--- config.mk ---
export PLATFORM = sky130hd
export DESIGN_NAME = lrast_ctrl
export DESIGN_NICKNAME = d
export VERILOG_FILES = /design/src/sv/lrast_pkg.sv /design/src/sv/lrast_ctrl.sv
export SDC_FILE = /design/constraint.sdc
export NUM_CORES = 1
export LEC_CHECK = 0
export BUFFER_PORTS_ARGS = -buffer_cell sky130_fd_sc_hd__buf_4
export CAP_MARGIN = 20
export CORE_MARGIN = 4
export CORE_UTILIZATION = 43
export DETAILED_ROUTE_END_ITERATION = 10
export PLACE_DENSITY = 0.86
export SYNTH_ARGS = -nofsm -noshare
export SYNTH_HDL_FRONTEND = slang
export SYNTH_SLANG_ARGS = --single-unit
--- constraint.sdc ---
create_clock -name clk -period 3.8 [get_ports clk]
set_input_delay 0.38 -clock clk [delete_from_list [all_inputs] [get_ports clk]]
set_output_delay 0.38 -clock clk [all_outputs]
set_load 0.05 [all_outputs]
--- src/sv/lrast_pkg.sv ---
`timescale 1ns / 1ps
`default_nettype none
// ----------------------------------------------------------------------------
// lrast_pkg
// Shared types and constants of the lazy range-add / range-sum tree.
// ----------------------------------------------------------------------------
package lrast_pkg;

  localparam int MAX_ELEMS_DEF  = 1024;
  localparam int TREE_NODES_DEF = 2048;

  localparam int KIND_W  = 2;
  localparam int IDX_W   = 10;
  localparam int AMT_W   = 64;
  localparam int COUNT_W = 11;
  localparam int PADDR_W = 3;
  localparam int PDATA_W = 32;

  localparam logic [COUNT_W-1:0] COUNT_RESET = 11'd1024;

  localparam logic [KIND_W-1:0] KIND_LOAD = 2'd0;
  localparam logic [KIND_W-1:0] KIND_ADD  = 2'd1;
  localparam logic [KIND_W-1:0] KIND_SUM  = 2'd2;
  localparam logic [KIND_W-1:0] KIND_NONE = 2'd3;

  // register index, taken from paddr[2]
  localparam logic REG_ELEM_COUNT = 1'b0;

  localparam logic [1:0] PH_ENTER = 2'd0;
  localparam logic [1:0] PH_LEFT  = 2'd1;
  localparam logic [1:0] PH_RIGHT = 2'd2;

  typedef enum logic [4:0] {
    ST_CLEAR,
    ST_IDLE,
    ST_VISIT,
    ST_COV_RD,
    ST_COV_WR,
    ST_PD_RD,
    ST_PD_P,
    ST_PD_A_RD,
    ST_PD_A_WR,
    ST_PD_B_RD,
    ST_PD_B_WR,
    ST_PD_S_WR,
    ST_CH_RDA,
    ST_CH_RDB,
    ST_CH_WR,
    ST_EMIT
  } state_t;

  typedef enum logic [1:0] {
    ADDR_SELF,
    ADDR_LEFT,
    ADDR_RIGHT,
    ADDR_CLEAR
  } addr_sel_t;

  typedef enum logic [1:0] {
    SUMW_PROD,
    SUMW_RECOMP,
    SUMW_ZERO
  } sum_wsel_t;

  typedef enum logic [1:0] {
    PENDW_AMOUNT,
    PENDW_PVAL,
    PENDW_ZERO
  } pend_wsel_t;

  typedef enum logic [1:0] {
    MUL_COV,
    MUL_LEFT,
    MUL_RIGHT
  } mul_sel_t;

  typedef struct packed {
    logic       load_item;
    logic       clear_step;
    logic       push_left;
    logic       push_right;
    logic       pop;
    addr_sel_t  addr_sel;
    logic       sum_we;
    sum_wsel_t  sum_wsel;
    logic       pend_we;
    pend_wsel_t pend_wsel;
    mul_sel_t   mul_sel;
    logic       take_p;
    logic       hold_tmp;
    logic       acc_add;
    logic       emit;
  } cmd_t;

  typedef struct packed {
    logic       clear_done;
    logic       empty;
    logic [1:0] phase;
    logic       disjoint;
    logic       covered;
    logic       p_zero;
    logic       is_sum;
    logic       out_full;
  } sts_t;

endpackage
`default_nettype wire

--- src/sv/lrast_ctrl.sv ---
`timescale 1ns / 1ps
`default_nettype none
// ----------------------------------------------------------------------------
// lrast_ctrl
// Sequencer for the tree walk: clear, visit, push-down and recompute steps.
// ----------------------------------------------------------------------------
module lrast_ctrl (
  input  wire logic            clk,
  input  wire logic            rst,
  input  wire logic            in_valid,
  output logic                 in_ready,
  input  wire lrast_pkg::sts_t sts,
  output lrast_pkg::cmd_t      cmd
);
  import lrast_pkg::*;

  state_t state, state_next;

  always_ff @(posedge clk) begin
    if (rst) begin
      state <= ST_CLEAR;
    end else begin
      state <= state_next;
    end
  end

  always_comb begin
    state_next = state;
    in_ready   = 1'b0;
    cmd        = '0;
    cmd.addr_sel  = ADDR_SELF;
    cmd.sum_wsel  = SUMW_PROD;
    cmd.pend_wsel = PENDW_AMOUNT;
    cmd.mul_sel   = MUL_COV;
    case (state)
      ST_CLEAR: begin
        cmd.clear_step = 1'b1;
        cmd.addr_sel   = ADDR_CLEAR;
        cmd.sum_we     = 1'b1;
        cmd.sum_wsel   = SUMW_ZERO;
        cmd.pend_we    = 1'b1;
        cmd.pend_wsel  = PENDW_ZERO;
        if (sts.clear_done) begin
          state_next = ST_IDLE;
        end
      end
      ST_IDLE: begin
        in_ready = 1'b1;
        if (in_valid) begin
          cmd.load_item = 1'b1;
          state_next    = ST_VISIT;
        end
      end
      ST_VISIT: begin
        cmd.mul_sel = MUL_COV;
        if (sts.empty) begin
          state_next = sts.is_sum ? ST_EMIT : ST_IDLE;
        end else begin
          case (sts.phase)
            PH_ENTER: begin
              if (sts.disjoint) begin
                cmd.pop = 1'b1;
              end else if (sts.covered) begin
                state_next = ST_COV_RD;
              end else begin
                state_next = ST_PD_RD;
              end
            end
            PH_LEFT: begin
              cmd.push_right = 1'b1;
            end
            default: begin
              if (sts.is_sum) begin
                cmd.pop = 1'b1;
              end else begin
                state_next = ST_CH_RDA;
              end
            end
          endcase
        end
      end
      ST_COV_RD: begin
        state_next = ST_COV_WR;
      end
      ST_COV_WR: begin
        if (sts.is_sum) begin
          cmd.acc_add = 1'b1;
        end else begin
          cmd.sum_we  = 1'b1;
          cmd.pend_we = 1'b1;
        end
        cmd.pop    = 1'b1;
        state_next = ST_VISIT;
      end
      ST_PD_RD: begin
        state_next = ST_PD_P;
      end
      ST_PD_P: begin
        cmd.take_p  = 1'b1;
        cmd.mul_sel = MUL_LEFT;
        if (sts.p_zero) begin
          cmd.push_left = 1'b1;
          state_next    = ST_VISIT;
        end else begin
          state_next = ST_PD_A_RD;
        end
      end
      ST_PD_A_RD: begin
        // hold the left product; the store still returns this node's add
        cmd.addr_sel = ADDR_LEFT;
        cmd.mul_sel  = MUL_LEFT;
        state_next   = ST_PD_A_WR;
      end
      ST_PD_A_WR: begin
        cmd.addr_sel  = ADDR_LEFT;
        cmd.sum_we    = 1'b1;
        cmd.pend_we   = 1'b1;
        cmd.pend_wsel = PENDW_PVAL;
        cmd.mul_sel   = MUL_RIGHT;
        state_next    = ST_PD_B_RD;
      end
      ST_PD_B_RD: begin
        cmd.addr_sel = ADDR_RIGHT;
        cmd.mul_sel  = MUL_RIGHT;
        state_next   = ST_PD_B_WR;
      end
      ST_PD_B_WR: begin
        cmd.addr_sel  = ADDR_RIGHT;
        cmd.sum_we    = 1'b1;
        cmd.pend_we   = 1'b1;
        cmd.pend_wsel = PENDW_PVAL;
        state_next    = ST_PD_S_WR;
      end
      ST_PD_S_WR: begin
        cmd.pend_we   = 1'b1;
        cmd.pend_wsel = PENDW_ZERO;
        cmd.push_left = 1'b1;
        state_next    = ST_VISIT;
      end
      ST_CH_RDA: begin
        cmd.addr_sel = ADDR_LEFT;
        state_next   = ST_CH_RDB;
      end
      ST_CH_RDB: begin
        cmd.addr_sel = ADDR_RIGHT;
        cmd.hold_tmp = 1'b1;
        state_next   = ST_CH_WR;
      end
      ST_CH_WR: begin
        cmd.sum_we   = 1'b1;
        cmd.sum_wsel = SUMW_RECOMP;
        cmd.pop      = 1'b1;
        state_next   = ST_VISIT;
      end
      ST_EMIT: begin
        if (!sts.out_full) begin
          cmd.emit   = 1'b1;
          state_next = ST_IDLE;
        end
      end
      default: begin
        state_next = ST_IDLE;
      end
    endcase
  end
endmodule
`default_nettype wire

# == Word-level counts from Yosys, hierarchy flattened ==
# Cells that the tools add are included.
# totals
out_inout_bits,20
elab_cells,72
regBits,5
# op_classes
muxes,36
eq_ne,22
reduce_logical,13
# op_table
cell,count
$pmux 5 s14,1
$eq 5x4->1 const B,8
$mux 5,6
$eq 5x3->1 const B,4
$mux 1,15
$pmux 2 s2,3
$eq 5x2->1 const B,2
$pmux 1 s2,5
$pmux 5 s2,1
$reduce_or 2->1,5
$reduce_or 3->1,3
$reduce_or 4->1,2
$mux 3,2
$ne 2x2->1 const B,3
$pmux 2 s3,1
$reduce_and 6->1,1
$eq 5x1->1 const B,1
$logic_not 5->1,1
$mux 4,1
$ne 4x3->1 const B,1
$ne 4x4->1 const B,1
$ne 3x3->1 const B,1
$eq 2x1->1 const B,1
$logic_not 2->1,1
$mux 2,1

# == Logic depth before layout (Yosys ltp) ==
# depth
word_depth,5
depth_mapped,6

# == Least setup slack after synthesis ==
# Ideal clock, no wire load.
# synth_path
kind,flip-flop to output port
start,register state[2]
end,output cmd[18] (netlist bit)
path_stages_with_launch,5
slack_ns,0.495
arrival_ns,2.925
cell_sequence,dfxtp_1 -> clkbuf_1 -> clkbuf_1 -> nor4b_1 -> and2_1
# synth_lines
element,line_no,text
from (decl),lrast_ctrl.sv:17,"state_t state, state_next;"
from (signal assigned),lrast_ctrl.sv:23,state <= state_next;
to (decl),lrast_ctrl.sv:13,output lrast_pkg::cmd_t cmd

==> impl_metrics.yaml <==
clock_network:
  numClockSinks: 4
  cts.repair_timing.setup_buffer_count: 0
  htreeDepth: 1
  cts_tree: "yes"
  path_clk_slew_ps: 40
  clock_tree.root_cell: "clkbuf_4"
  cts_made_buffers: 3
  worstSkewPairLatency_ps: 240
  cts_hold_buf: 0
  cts.repair.resized: 0
  clockBufferDepth: 2
floorplan:
  die_height_um: 46.4
  start_util_pct: 47.1
  design.core.area_mm2: 0.00135
  floorplan.rows: 13
  die_area_mm2: 0.00216
  ios: 32
  chipWidth_um: 46.4
timing:
  setup-tns-final_ps: 0
  period_minus_slack_ps: 2320
  timing.max_slew.rel_slack_pct: 60.0
  timing.final.setup_violations: 0
  finalCritPeriodShare_pct: 61.1
  rsz0062_at_grt: "no"
  finalHoldViolCount: 0
  fin_skew_ps: 4.74
  final_max_slew_viol_count: 0
  achievable-frequency_mhz: 431
  tightestPinTransition_ps: 599
hold_path:
  hp-start: "rst"
  whs_path_depth: 2
  hold_end: "state[1]"
  hold_path_class: "in2reg"
routing:
  wl_per_cell_um: 13.5
  routed_via_density: 5.91
  dr.first_iter.drc_count: 24
  drt_first_pass_iters: 4
  route.antenna.remaining_nets: 0
  post-route-drc-count: 0
  num_vias: 798
  wirelength_mm: 1.82
global_route:
  grt_start_max_net_pins: 20
  grt-ovfl-total: 0
  grt_pass1_vias: 666
  wire_length_of_the_first_global_routing_pass_mm: 2.75
  grtUsageTotal_pct: 18.3
  number_of_antenna_violations_at_the_first_check_in_global_routing: 0
cells_and_area:
  layout_common_cells: "buf_4, nand2_1, nor2_1"
  area_delta_synth_final_pct: 33.7
  share_of_final_layout_standard_cells_stronger_than_drive_strength_1_pct: 31.7
  reg.largest.list: "state (4)"
  n_fill_cell: 140
  finish.net_count: 134
  most_common_library_cell_in_the_layout_ignoring_fill_and_taps: "buf_4"
  largest_reg_flops: 4
  top_register: "state"
  diode_count: 0
setup_path:
  rrSetupSlack_ps: 2010
  critPathLaunchType: "flip-flop"
  cp_data_arrival_time_ps: 1940
  critical_path.max_fanout: 16
  worst-setup-path-type: "reg2out"
  critical_path.reg2reg.startpoint: "state[1]"
  rr_worst_depth: 4
  worstReg2RegEnd: "state[2]"
  critical_path.endpoint_type: "primary output"
  worst_ep_required_time_ps: 3420
synth:
  postSynthCellCount: 95
  syn_avg_cell_area_um2: 6.69
  synth_top_area_cell: "dfxtp_1"
  netlist.area_leader.share_pct: 12.6
  mappedNetlistNets: 107
  synth-seq-cells: 4
  yosys-top-cells-area: "dfxtp_1, a21oi_1, nand2_1"
  synth_sequential_area_ratio_pct: 12.6
  ys.warnings.count: 0
  synthDistinctLibCells: 38
  proportion_of_register_bits_with_asynchronous_set_or_reset_after_synthesis_pct: 0
  syn-cell-area_um2: 636
  synth_top_flop_cell: "dfxtp_1"
  post_synth_edffs: 0
place:
  hpwl_mm: 1.42
  port_buffers: 31
  gp_congestion: 0.866
outcome:
  run_status: "complete, no violations"
flow_run:
  maxCapViolCount: 0
[final cells by class]
class / count / area, um2 / share of cell area, %
tap: 15 / 18.8 / 2.21
inverter: 6 / 22.5 / 2.65
multi-input combinational: 76 / 473 / 55.7
sequential: 4 / 80.1 / 9.43
timing repair buffer: 31 / 233 / 27.4
clock buffer: 3 / 22.5 / 2.65
[cell usage after synthesis, types with 2 or more instances]
cell	instances
nand2_1	9
nor2_1	8
a21oi_1	7
inv_1	6
nor3_1	6
o21ai_0	6
clkbuf_1	5
dfxtp_1	4
or3_1	4
and2_1	3
buf_6	3
nand2b_1	3
nor4_1	2
nor4b_1	2
o211ai_1	2
o22ai_1	2
xor2_1	2
[through the flow]
stage / hold slack [ps] / instances / util (%) / setup slack (ps) / area, um2
6_report: 326 / 135 / 62.9 / 1480 / 850
5_1_grt: 327 / 135 / 62.9 / 1290 / 850
4_1_cts: 317 / 135 / 62.9 / 1480 / 850
3_5_place_dp: 574 / 132 / 61.3 / 1760 / 827
3_3_place_gp: 575 / 132 / 61.3 / 1800 / 827
2_1_floorplan: 448 / 95 / - / 495 / 636
[critical path, stage by stage, from the launching register on]
cell      delay [ps]
dfxtp_1          610
nand2b_1         270
or3_1            390
nor3b_1          210
buf_4            230
[routing by layer]
layer | routed length (um) | vias up | share of wire [%] | global-route usage [%]
met1 | 724 | 365 | 40 | 20.6
li1 | - | 396 | - | -
met3 | 136 | 2 | 7.5 | 0.391
met4 | 19 | 0 | 1.0 | 13.6
met5 | 0 | - | 0 | 0
met2 | 936 | 35 | 52 | 32.1
[cell families (layout without fill, tap and decap cells)]
group	count (synthesis)	count (layout)	synth area share (%)
AO/OA/AOI/OAI	28	28	30.1
flip-flops	4	4	12.6
buffers and inverters	15	40	13.0
AND/OR/NAND/NOR	44	44	38.2
XOR/XNOR	2	2	2.76
multiplexers	2	2	3.35
[how the worst max path moves through the flow]
| stage | from | end | cells past startpoint |
|---|---|---|---|
| after CTS | state[1] | cmd[15] | 4 |
| after detailed placement | state[1] | cmd[15] | 4 |
| after global routing | state[1] | cmd[15] | 4 |
| final | state[1] | cmd[15] | 4 |
| after global placement | state[0] | cmd[15] | 4 |
| after floorplan | state[2] | cmd[18] | 4 |
Power is left out: the tool's default activity adds up to more than one toggle a clock period on the data nets, which glitch-free logic cannot reach.
